File: src/sv/polyev_pkg.sv
`timescale 1ns / 1ps
// ----------------------------------------------------------------------------
// polyev_pkg
// Shared types, codes and the microcode program of the polynomial evaluator.
// ----------------------------------------------------------------------------
package polyev_pkg;

  // Command codes carried on the input tuser bit
  localparam logic CMD_WRITE = 1'b0;
  localparam logic CMD_EVAL  = 1'b1;

  typedef logic [2:0] step_t;

  // Program step addresses
  localparam step_t STEP_IDLE  = 3'd0;
  localparam step_t STEP_FETCH = 3'd1;
  localparam step_t STEP_LOAD  = 3'd2;
  localparam step_t STEP_MUL   = 3'd3;
  localparam step_t STEP_ADD   = 3'd4;
  localparam step_t STEP_DONE  = 3'd5;

  // Jump conditions
  typedef enum logic [2:0] {
    JC_NEXT,      // fall through
    JC_START,     // jump on evaluate request, else hold
    JC_PTR_ZERO,  // jump if pointer is zero, else fall through
    JC_PTR_NZ,    // jump if pointer is nonzero, else fall through
    JC_OUT_FREE   // jump once the result slot is free, else hold
  } jc_t;

  typedef struct packed {
    logic  rd_en;   // read coefficient table
    logic  rd_dec;  // read at pointer - 1 and step the pointer down
    logic  ld_acc;  // acc <= coefficient, clear overflow
    logic  mul;     // product <= acc * x
    logic  add;     // acc <= sat(round(product) + coefficient)
    logic  out_ld;  // load result register
    jc_t   jc;
    step_t target;
  } uword_t;

  typedef struct packed {
    logic ptr_zero;
    logic out_busy;
  } stat_t;

  function automatic uword_t ucode(step_t s);
    uword_t w;
    w = '{rd_en: 1'b0, rd_dec: 1'b0, ld_acc: 1'b0, mul: 1'b0, add: 1'b0,
          out_ld: 1'b0, jc: JC_NEXT, target: STEP_IDLE};
    case (s)
      STEP_IDLE: begin
        w.jc     = JC_START;
        w.target = STEP_FETCH;
      end
      STEP_FETCH: begin
        w.rd_en = 1'b1;
      end
      STEP_LOAD: begin
        w.ld_acc = 1'b1;
        w.jc     = JC_PTR_ZERO;
        w.target = STEP_DONE;
      end
      STEP_MUL: begin
        w.mul    = 1'b1;
        w.rd_en  = 1'b1;
        w.rd_dec = 1'b1;
      end
      STEP_ADD: begin
        w.add    = 1'b1;
        w.jc     = JC_PTR_NZ;
        w.target = STEP_MUL;
      end
      STEP_DONE: begin
        w.out_ld = 1'b1;
        w.jc     = JC_OUT_FREE;
        w.target = STEP_IDLE;
      end
      default: begin
        w.jc     = JC_OUT_FREE;
        w.target = STEP_IDLE;
      end
    endcase
    return w;
  endfunction

endpackage

File: src/sv/polynomial_evaluator_unit.sv
`timescale 1ns / 1ps
// ----------------------------------------------------------------------------
// polynomial_evaluator_unit
// Horner evaluation of a signed Q16.16 polynomial, microcoded control.
// ----------------------------------------------------------------------------
//  Channel | Dir | Handshake            | Payload
//  --------+-----+----------------------+-------------------------------------
//  in_     | in  | in_tvalid/in_tready  | tuser: command; tdata: index, coeff, x
//  out_    | out | out_tvalid/out_tready| tdata: result_value, overflow
//  cfg_    | in  | cfg_wr_en            | cfg_wr_data: degree
//
//  A write request leaves the sequencer in its idle step. An evaluate request
//  occupies it from acceptance until the next request can be accepted (the
//  degree clamped): one multiply step and one round/add/saturate step per
//  coefficient below the top one through the single shared multiplier, plus
//  fetch, load and result steps. Reset is synchronous; the table reads zero
//  and degree is 0. A result waiting on out_tready holds the sequencer in its
//  result step only if a second result is ready to replace it.
// ----------------------------------------------------------------------------
module polynomial_evaluator_unit #(
  parameter int MAX_POLY_DEGREE = 15
) (
  input  logic        clk,
  input  logic        rst_n,
  // configuration
  input  logic        cfg_wr_en,
  input  logic [3:0]  cfg_wr_data,   // degree
  // request stream
  input  logic        in_tvalid,
  output logic        in_tready,
  input  logic        in_tuser,      // [0] command
  input  logic [71:0] in_tdata,      // [3:0] coeff_index, [35:4] coeff_value,
                                     // [67:36] x_value, [71:68] zero
  // result stream
  output logic        out_tvalid,
  input  logic        out_tready,
  output logic [39:0] out_tdata      // [31:0] result_value, [32] overflow,
                                     // [39:33] zero
);
  import polyev_pkg::*;

  logic   in_acc;
  logic   wr_req;
  logic   start;
  uword_t cw;
  stat_t  st;
  logic signed [31:0] result_value;
  logic   overflow;

  // Decode the accepted request into a table write or an evaluation start
  assign in_acc = in_tvalid && in_tready;
  assign wr_req = in_acc && (in_tuser == CMD_WRITE);
  assign start  = in_acc && (in_tuser == CMD_EVAL);

  polyev_sequencer u_seq (
    .clk      (clk),
    .rst_n    (rst_n),
    .start    (start),
    .st       (st),
    .cw       (cw),
    .in_ready (in_tready)
  );

  polyev_datapath #(
    .MAX_POLY_DEGREE (MAX_POLY_DEGREE)
  ) u_dp (
    .clk          (clk),
    .rst_n        (rst_n),
    .cfg_wr_en    (cfg_wr_en),
    .cfg_wr_data  (cfg_wr_data),
    .wr_req       (wr_req),
    .start        (start),
    .coeff_index  (in_tdata[3:0]),
    .coeff_value  (in_tdata[35:4]),
    .x_value      (in_tdata[67:36]),
    .cw           (cw),
    .st           (st),
    .out_ready    (out_tready),
    .out_valid    (out_tvalid),
    .result_value (result_value),
    .overflow     (overflow)
  );

  // Pack the result; pad to whole bytes
  assign out_tdata = {7'd0, overflow, result_value};

endmodule

File: src/sv/polyev_sequencer.sv
`timescale 1ns / 1ps
// ----------------------------------------------------------------------------
// polyev_sequencer
// Step counter and jump logic over the microcode program.
// ----------------------------------------------------------------------------
module polyev_sequencer (
  input  logic               clk,
  input  logic               rst_n,
  input  logic               start,
  input  polyev_pkg::stat_t  st,
  output polyev_pkg::uword_t cw,
  output logic               in_ready
);
  import polyev_pkg::*;

  step_t  pc_r, pc_nxt;
  uword_t rom_w;

  assign rom_w = ucode(pc_r);

  always_comb begin
    cw        = rom_w;
    cw.out_ld = rom_w.out_ld & ~st.out_busy;
  end

  assign in_ready = (pc_r == STEP_IDLE);

  always_comb begin
    case (rom_w.jc)
      JC_NEXT:     pc_nxt = pc_r + 3'd1;
      JC_START:    pc_nxt = start ? rom_w.target : pc_r;
      JC_PTR_ZERO: pc_nxt = st.ptr_zero ? rom_w.target : pc_r + 3'd1;
      JC_PTR_NZ:   pc_nxt = st.ptr_zero ? pc_r + 3'd1 : rom_w.target;
      JC_OUT_FREE: pc_nxt = st.out_busy ? pc_r : rom_w.target;
      default:     pc_nxt = STEP_IDLE;
    endcase
  end

  always_ff @(posedge clk) begin
    if (!rst_n) begin
      pc_r <= STEP_IDLE;
    end else begin
      pc_r <= pc_nxt;
    end
  end

endmodule

File: src/sv/polyev_datapath.sv
`timescale 1ns / 1ps
// ----------------------------------------------------------------------------
// polyev_datapath
// Coefficient memory, multiplier, round/add/saturate and result register.
// ----------------------------------------------------------------------------
module polyev_datapath #(
  parameter int MAX_POLY_DEGREE = 15
) (
  input  logic               clk,
  input  logic               rst_n,
  input  logic               cfg_wr_en,
  input  logic [3:0]         cfg_wr_data,
  input  logic               wr_req,
  input  logic               start,
  input  logic [3:0]         coeff_index,
  input  logic signed [31:0] coeff_value,
  input  logic signed [31:0] x_value,
  input  polyev_pkg::uword_t cw,
  output polyev_pkg::stat_t  st,
  input  logic               out_ready,
  output logic               out_valid,
  output logic signed [31:0] result_value,
  output logic               overflow
);
  import polyev_pkg::*;

  localparam int DEPTH = MAX_POLY_DEGREE + 1;
  localparam int PW    = $clog2(DEPTH);

  logic [31:0]       mem [DEPTH];
  logic [DEPTH-1:0]  vld_r;
  logic [31:0]       rdata_r;
  logic              rvld_r;
  logic [3:0]        degree_r;
  logic [PW-1:0]     ptr_r;
  logic [PW-1:0]     raddr;
  logic signed [31:0] x_r, acc_r;
  logic signed [63:0] prod_r;
  logic              ovf_r;
  logic              out_valid_r;
  logic [31:0]       res_r;
  logic              res_ovf_r;
  logic [31:0]       coef;
  logic [48:0]       sum;
  logic              sat_hi, sat_lo;
  logic [31:0]       acc_nxt;
  logic              idx_ok;

  assign idx_ok = (32'(coeff_index) <= 32'(MAX_POLY_DEGREE));
  assign raddr  = cw.rd_dec ? ptr_r - 1'b1 : ptr_r;
  assign coef   = rvld_r ? rdata_r : 32'd0;

  // Round to nearest: floor((p + 2^15) / 2^16) = p[63:16] + p[15]
  assign sum = {prod_r[63], prod_r[63:16]} + {{17{coef[31]}}, coef}
             + {48'd0, prod_r[15]};
  assign sat_hi = !sum[48] && (sum[47:31] != 17'd0);
  assign sat_lo =  sum[48] && (sum[47:31] != {17{1'b1}});
  assign acc_nxt = sat_hi ? 32'h7FFF_FFFF : (sat_lo ? 32'h8000_0000 : sum[31:0]);

  always_ff @(posedge clk) begin
    if (wr_req && idx_ok) begin
      mem[PW'(coeff_index)] <= coeff_value;
    end
    if (cw.rd_en) begin
      rdata_r <= mem[raddr];
    end
  end

  always_ff @(posedge clk) begin
    if (!rst_n) begin
      vld_r       <= '0;
      rvld_r      <= 1'b0;
      degree_r    <= 4'd0;
      out_valid_r <= 1'b0;
    end else begin
      if (wr_req && idx_ok) begin
        vld_r[PW'(coeff_index)] <= 1'b1;
      end
      if (cw.rd_en) begin
        rvld_r <= vld_r[raddr];
      end
      if (cfg_wr_en) begin
        degree_r <= cfg_wr_data;
      end
      if (cw.out_ld) begin
        out_valid_r <= 1'b1;
      end else if (out_ready) begin
        out_valid_r <= 1'b0;
      end
    end
  end

  always_ff @(posedge clk) begin
    if (start) begin
      x_r <= x_value;
      if (32'(degree_r) > 32'(MAX_POLY_DEGREE)) begin
        ptr_r <= PW'(MAX_POLY_DEGREE);
      end else begin
        ptr_r <= PW'(degree_r);
      end
    end else if (cw.rd_dec) begin
      ptr_r <= ptr_r - 1'b1;
    end
    if (cw.ld_acc) begin
      acc_r <= coef;
      ovf_r <= 1'b0;
    end else if (cw.add) begin
      acc_r <= acc_nxt;
      ovf_r <= ovf_r | sat_hi | sat_lo;
    end
    if (cw.mul) begin
      prod_r <= acc_r * x_r;
    end
    if (cw.out_ld) begin
      res_r     <= acc_r;
      res_ovf_r <= ovf_r;
    end
  end

  assign st.ptr_zero  = (ptr_r == '0);
  assign st.out_busy  = out_valid_r & ~out_ready;
  assign out_valid    = out_valid_r;
  assign result_value = res_r;
  assign overflow     = res_ovf_r;

`ifndef SYNTH
  a_no_underflow: assert property (@(posedge clk) disable iff (!rst_n)
    cw.rd_dec |-> !st.ptr_zero)
    else $error("pointer stepped below zero");
  a_no_rw_clash: assert property (@(posedge clk) disable iff (!rst_n)
    !(wr_req && cw.rd_en))
    else $error("table write during evaluation");
  a_ovf_cleared: assert property (@(posedge clk) disable iff (!rst_n)
    cw.ld_acc |=> !ovf_r)
    else $error("overflow not cleared at load");
  a_no_overwrite: assert property (@(posedge clk) disable iff (!rst_n)
    cw.out_ld |-> !(out_valid_r && !out_ready))
    else $error("result overwritten before taken");
`endif

endmodule

File: config.mk
export PLATFORM = sky130hd
export DESIGN_NAME = polynomial_evaluator_unit
export DESIGN_NICKNAME = d
export VERILOG_FILES = /design/src/sv/polyev_pkg.sv /design/src/sv/polynomial_evaluator_unit.sv /design/src/sv/polyev_sequencer.sv /design/src/sv/polyev_datapath.sv
export SDC_FILE = /design/constraint.sdc
export NUM_CORES = 2
export LEC_CHECK = 0
export BUFFER_PORTS_ARGS = -buffer_cell sky130_fd_sc_hd__buf_2
export CORE_ASPECT_RATIO = 1.4
export CORE_MARGIN = 5
export CORE_UTILIZATION = 26
export DETAILED_ROUTE_END_ITERATION = 8
export RECOVER_POWER = 25
export SETUP_SLACK_MARGIN = 0.05
export SYNTH_ARGS = -nofsm -noshare
export SYNTH_HDL_FRONTEND = slang
export SYNTH_SLANG_ARGS = --single-unit
File: constraint.sdc
create_clock -name clk -period 12.75 [get_ports clk]
set_input_delay 2.55 -clock clk [delete_from_list [all_inputs] [get_ports clk]]
set_output_delay 2.55 -clock clk [all_outputs]
set_load 0.02 [all_outputs]
# --- After elaboration in Yosys (flattened, before gate mapping) ---
# Memory sizes are Yosys's and may differ from the RTL's. A register that Yosys moved wholly into a read port is not among the register bits.
# Cells that the tools add are included.
# W data, S select, Z words.
op_classes:
  addsub: 4
  multipliers: 1
  n_lt_le_gt_ge: 3
  eq_ne: 12
  n_mux: 26
  bitwise_logic: 8
  reduce_logical: 15
op_table:
  columns: ["cell", "n"]
  rows:
  - ["$mux W32", 5]
  - ["$mul A32 B32 Y64", 1]
  - ["$add A48 B32 Y49", 1]
  - ["$add A49 B1 Y49", 1]
  - ["$pmux W6 S4", 1]
  - ["$ne A17 B17 Y1 const B", 1]
  - ["$reduce_bool A17 Y1", 1]
  - ["$or A16 B16 Y16", 1]
  - ["$pmux W3 S5", 1]
  - ["$eq A3 B2 Y1 const B", 4]
  - ["$mux W3", 4]
  - ["$mux W1", 11]
  - ["$lt A4 B5 Y1 const B", 2]
  - ["$eq A3 B3 Y1 const B", 3]
  - ["$mux W4", 2]
  - ["$eq A3 B1 Y1 const B", 2]
  - ["$logic_and A1 B1 Y1", 6]
  - ["$logic_not A3 Y1", 2]
  - ["$bmux W1 S4", 1]
  - ["$demux W1 S4", 1]
  - ["$ge A4 B1 Y1 const B", 1]
  - ["$logic_not A4 Y1", 1]
  - ["$reduce_bool A2 Y1", 2]
  - ["$sub A4 B1 Y4 const B", 1]
  - ["other kinds (9)", 13]
totals:
  ff_bits: 191
  ramBits: 512
  out_inout_bits: 42
  word_cells: 82
  mem_count: 1
mem_list:
  columns: ["name", "words", "width", "rd", "rd_ports_with_merged_regs", "write_ports", "line", "source"]
  rows:
  - ["u_dp.mem", 16, 32, 1, 1, 1, "polyev_datapath.sv:30", "logic [31:0] mem [DEPTH];"]

# --- Logic depth before layout (Yosys ltp) ---
logic_depth:
  ltp_word: 9
  mapped_depth: 30

# --- By module ---
# A second synthesis with hierarchy kept.
hier_totals:
  cells_unflattened: 5305
  hier_area_um2: 64906.0
by_module_without_submodules:
  columns: ["mod", "instances", "cells_each", "area_per_inst_um2", "seq_area_each_um2"]
  rows:
  - ["polyev_datapath", 1, 5239, 64396.8, 21260.4]
  - ["polyev_sequencer", 1, 55, 429.2, 60.1]
  - ["polynomial_evaluator_unit", 1, 11, 80.1, 0.0]

# --- Worst setup path after synthesis ---
# Ideal clock, no wire load.
synth_path:
  kind: "reg-to-reg"
  startpoint: "register u_dp.acc_r[31]"
  endpoint: "register u_dp.prod_r[63], data pin"
  arrival_time_ns: 7.992
  t_required_ns: 12.490
  path_slack_ns: 4.498
  stages_incl_launch_ff: 29
  path_buffers: 1
  period_less_slack_ns: 8.252
  path_cell_list: "edfxtp_1 -> clkbuf_1 -> nand2_1 -> inv_1 -> fa_1 -> fa_1 -> fa_1 -> fa_1 -> inv_1 -> fa_1 -> inv_1 -> fa_1 -> inv_1 -> fa_1 -> inv_1 -> fa_1 -> ha_1 -> a21o_1 -> a21o_1 -> a21o_1 -> a21o_1 -> a21o_1 -> a21o_1 -> a221oi_1 -> o21ai_1 -> a21oi_2 -> o21bai_1 -> a21oi_1 -> xnor2_1"
synth_between:
  elab_chain_len: 1
synth_lines:
  columns: ["item", "line", "source"]
  rows:
  - ["start, declared", "polyev_datapath.sv:37", "logic signed [31:0] x_r, acc_r;"]
  - ["start signal, assigned", "polyev_datapath.sv:105", "acc_r <= coef;"]
  - ["start signal, assigned", "polyev_datapath.sv:108", "acc_r <= acc_nxt;"]
  - ["$mul A32 B32 Y64", "polyev_datapath.sv:112", "prod_r <= acc_r * x_r;"]
  - ["end signal, assigned", "polyev_datapath.sv:112", null]
  - ["end, declared", "polyev_datapath.sv:38", "logic signed [63:0] prod_r;"]
# Every way passes these cells.
# A chain may end at the register's enable or synchronous reset.

# --- Worst setup path after layout ---
layout_path:
  startpoint: "register u_dp.acc_r[14]"
  endpoint: "register u_dp.prod_r[59], data pin"
# The elaborated chain is that of the path after synthesis.

==> metrics.cfg <==
[worst_setup_path]
worstReg2RegEnd=u_dp.prod_r[59]$_DFFE_PP_
reg2reg_from=u_dp.acc_r[14]$_DFFE_PN_
critical_path_class=flip-flop to flip-flop
required_ps=13140
cpMaxStageDelayCell=clkbuf_1
crit_end=u_dp.prod_r[59]$_DFFE_PP_
start_kind=flip-flop
cp.depth=26
path_delay_family=adder cells
worstSetupEndpointType=flip-flop
cpPeakStageDelay_ps=1220
critPathLaunch=u_dp.acc_r[14]$_DFFE_PN_
crit_top_cell=fa_1
critPathBufInv=5
rrSetupSlack_ps=2140
crit_path_max_fanout=18
arrival_ps=11000
r2r_cells=26

[timing]
tightest_slew_ps=2950
setup_tns_ps=0
period_share_pct=83.2
relSlewSlack_pct=-97.0
fin_hold_ws_ps=430
rsz0062_at_grt=no
slew_viol_final=579
final-setup-viol-count=0
fmax_ghz=0.0942
finalCriticalPeriod_ps=10610
finClkSkew_ps=67.6
finalHoldViolations=0

[synthesis]
synthFlopType=edfxtp_1
syn_area_um2=65000
syn_avg_cell_area_um2=12.1
synth_edf_count=690
ys_types=79
ys_seq_elements=720
synthArstFlopShare_pct=0
synthCells=5386
ys_seq_area_share_pct=32.8
yosys_warnings=0

[floorplan]
initial_core_util_pct=26.1
core_um2=249000
die_area_um2=260000
rows=217
die_w_um=433
die_h_um=602
io_pins=124

[clock_network]
root_buffer=clkbuf_16
cts_buffer_depth=3
hold_buffers=0
cts_tree=yes
clkTransAtPathRegs_ps=80
cts_setup_buffers=0
cts_resized=0
clk_latency_ps=710
htree_levels=3
cts_buffers=72
cts.sinks=720

[global_route]
grt_pass1_vias=44900
antenna_found_initial=37
globalRouteOverflowTotal=0
grt_pass1_wl_mm=267
grt_use_total_pct=13.2
grt_max_degree=63

[placed_design]
io_buffers=112
dp_hpwl_mm=126
place_congestion=0.862

[detailed_routing]
antenna_left=0
drt_first_pass_iters=5
wirelength_mm=171
vias=39900
first_iter_violations=2557
wire_per_inst_um=19.5
viasPerCell=4.57
drc=0

[layout]
multiInputGateArea_um2=39100
synthToLayoutAreaGrowth_pct=10.4
seq_area_um2=21300
nets=6796
fillerInstances=25400
drive_gt1_share_pct=8.84

[status]
outcome=finished, violations left
violations=capacitance limit, slew limit

[hold_path]
holdCritPathClass=flip-flop to flip-flop

[job]
maxCapViolCount=17

per-stage QoR:
| step | setup slack, ps | cell area (um2) | util [%] | cells |
|---|---|---|---|---|
| after floorplan | 4500 | 65100 | - | 5392 |
| after global placement | 2970 | 69500 | 27.9 | 8609 |
| after detailed placement | 2930 | 69500 | 27.9 | 8609 |
| after CTS | 2770 | 71900 | 28.8 | 8740 |
| after global routing | 1770 | 71800 | 28.8 | 8740 |
| final | 2140 | 71800 | 28.8 | 8746 |
registers in the layout (all words and copies together), names as in the netlist:
register	cells
u_dp.acc_r	32
u_dp.degree_r	4
u_dp.mem	512
u_dp.out_valid	1
u_dp.overflow	1
u_dp.ovf_r	1
u_dp.prod_r	49
u_dp.ptr_r	4
u_dp.rdata_r	32
u_dp.result_value	32
u_dp.rvld_r	1
u_dp.vld_r	16
u_dp.x_r	32
u_seq.pc_r	3
Yosys cell counts, types with 6 or more instances:
library cell / n / area share [%]
fa_1: 1083 / 33
inv_1: 972 / 5.6
edfxtp_1: 690 / 32
nand2_1: 582 / 3.4
and2_1: 544 / 5.2
clkbuf_1: 234 / 1.4
ha_1: 233 / 4.5
nor2_1: 170 / 0.98
mux4_2: 165 / 5.7
a21oi_1: 105 / 0.81
xnor2_1: 64 / 0.86
a21o_1: 50 / 0.58
o21ai_0: 47 / 0.36
nor3_1: 31 / 0.24
dfxtp_1: 30 / 0.92
nand3_1: 30 / 0.23
xor2_1: 30 / 0.40
nand4_1: 29 / 0.28
o211ai_1: 28 / 0.32
nand2b_1: 21 / 0.20
buf_2: 16 / 0.12
o21a_1: 16 / 0.18
nor2b_1: 15 / 0.14
o2bb2ai_1: 15 / 0.20
a31oi_1: 14 / 0.13
or3_1: 12 / 0.12
a211oi_1: 11 / 0.13
buf_1: 10 / 0.058
buf_4: 10 / 0.12
o21ai_1: 9 / 0.069
a221oi_1: 7 / 0.094
mux2i_1: 7 / 0.11
o21bai_1: 7 / 0.081
o22ai_1: 7 / 0.067
o31ai_1: 6 / 0.069
how the worst min path moves through the flow:
| stage | startpoint | to | slack [ps] | cells past startpoint |
|---|---|---|---|---|
| 2_1_floorplan | u_dp.ovf_r$_SDFFE_PP0N_ | u_dp.overflow$_DFFE_PP_ | 410 | 0 |
| 3_3_place_gp | u_dp.ovf_r$_SDFFE_PP0N_ | u_dp.overflow$_DFFE_PP_ | 430 | 0 |
| 3_5_place_dp | u_dp.acc_r[6]$_DFFE_PN_ | u_dp.result_value[6]$_DFFE_PP_ | 440 | 0 |
| 4_1_cts | u_dp.acc_r[0]$_DFFE_PN_ | u_dp.result_value[0]$_DFFE_PP_ | 440 | 0 |
| 5_1_grt | u_dp.acc_r[19]$_DFFE_PN_ | u_dp.result_value[19]$_DFFE_PP_ | 450 | 0 |
| 6_report | u_dp.acc_r[0]$_DFFE_PN_ | u_dp.result_value[0]$_DFFE_PP_ | 430 | 0 |
layer usage:
layer  global-route usage (%)  wire [um]  vias up
met5                        0        149        -
met4                     4.30       5490       24
met3                     2.51      10400      343
met2                     23.5      87300     1145
met1                     16.1      67600    21200
li1                         -          -    17200
cell families (layout without fill, tap and decap cells):
kind of cell               Yosys count  in the layout  share of synthesized area (%)
and+or+nand+nor                   1469           1469                           11.2
AOI/OAI and AO/OA                  364            364                           3.72
muxes                              173            173                           5.84
xor gates and xnor gates            95             95                           1.29
buffers and inverters             1248           1311                           7.33
other                                1             13                        0.00577
adders and majority gates         1316           1316                           37.8
DFF                                720            720                           32.8
layout by cell type (no fill, tap or decap), types with 14 or more instances in the layout:
cell          n
fa_1       1083
inv_1       971
edfxtp_1    690
nand2_1     582
and2_1      544
ha_1        233
mux4_2      165
nor2_1      157
a21oi_1     104
buf_2        84
buf_4        78
clkbuf_16    72
xnor2_1      62
clkbuf_1     59
a21o_1       49
o21ai_0      47
nand3_1      30
dfxtp_1      30
nand4_1      29
xor2_1       29
o211ai_1     28
nor3_1       27
nand2b_1     21
o21a_1       16
o2bb2ai_1    15
nor2b_1      14
a31oi_1      14
clkinv_1     14
final cells by class:
cell class,instances,share of cell area [%]
timing repair buffer,208,1.64
antenna,6,0.0209
clock inverter,46,0.722
clock buffer,85,2.58
multi-input combinational,3424,54.5
sequential,720,29.7
tap,3285,5.73
inverter,972,5.08
worst reg2reg max path: stages (launching register included):
cell	delay, ps
edfxtp_1	1000
clkbuf_1	1230
and2_1	310
fa_1	430
inv_1	80
fa_1	450
fa_1	460
fa_1	550
inv_1	60
fa_1	570
fa_1	430
fa_1	560
inv_1	80
fa_1	500
inv_1	60
ha_1	380
nand3_1	180
nor3_1	460
o211ai_1	160
a31oi_1	520
a2111oi_2	200
o31ai_2	420
a41oi_2	250
a21o_1	230
or3b_1	400
a21boi_1	220
o22ai_1	130
Power is left out: the tool's default activity adds up to more than one toggle a clock period on the data nets, which glitch-free logic cannot reach.
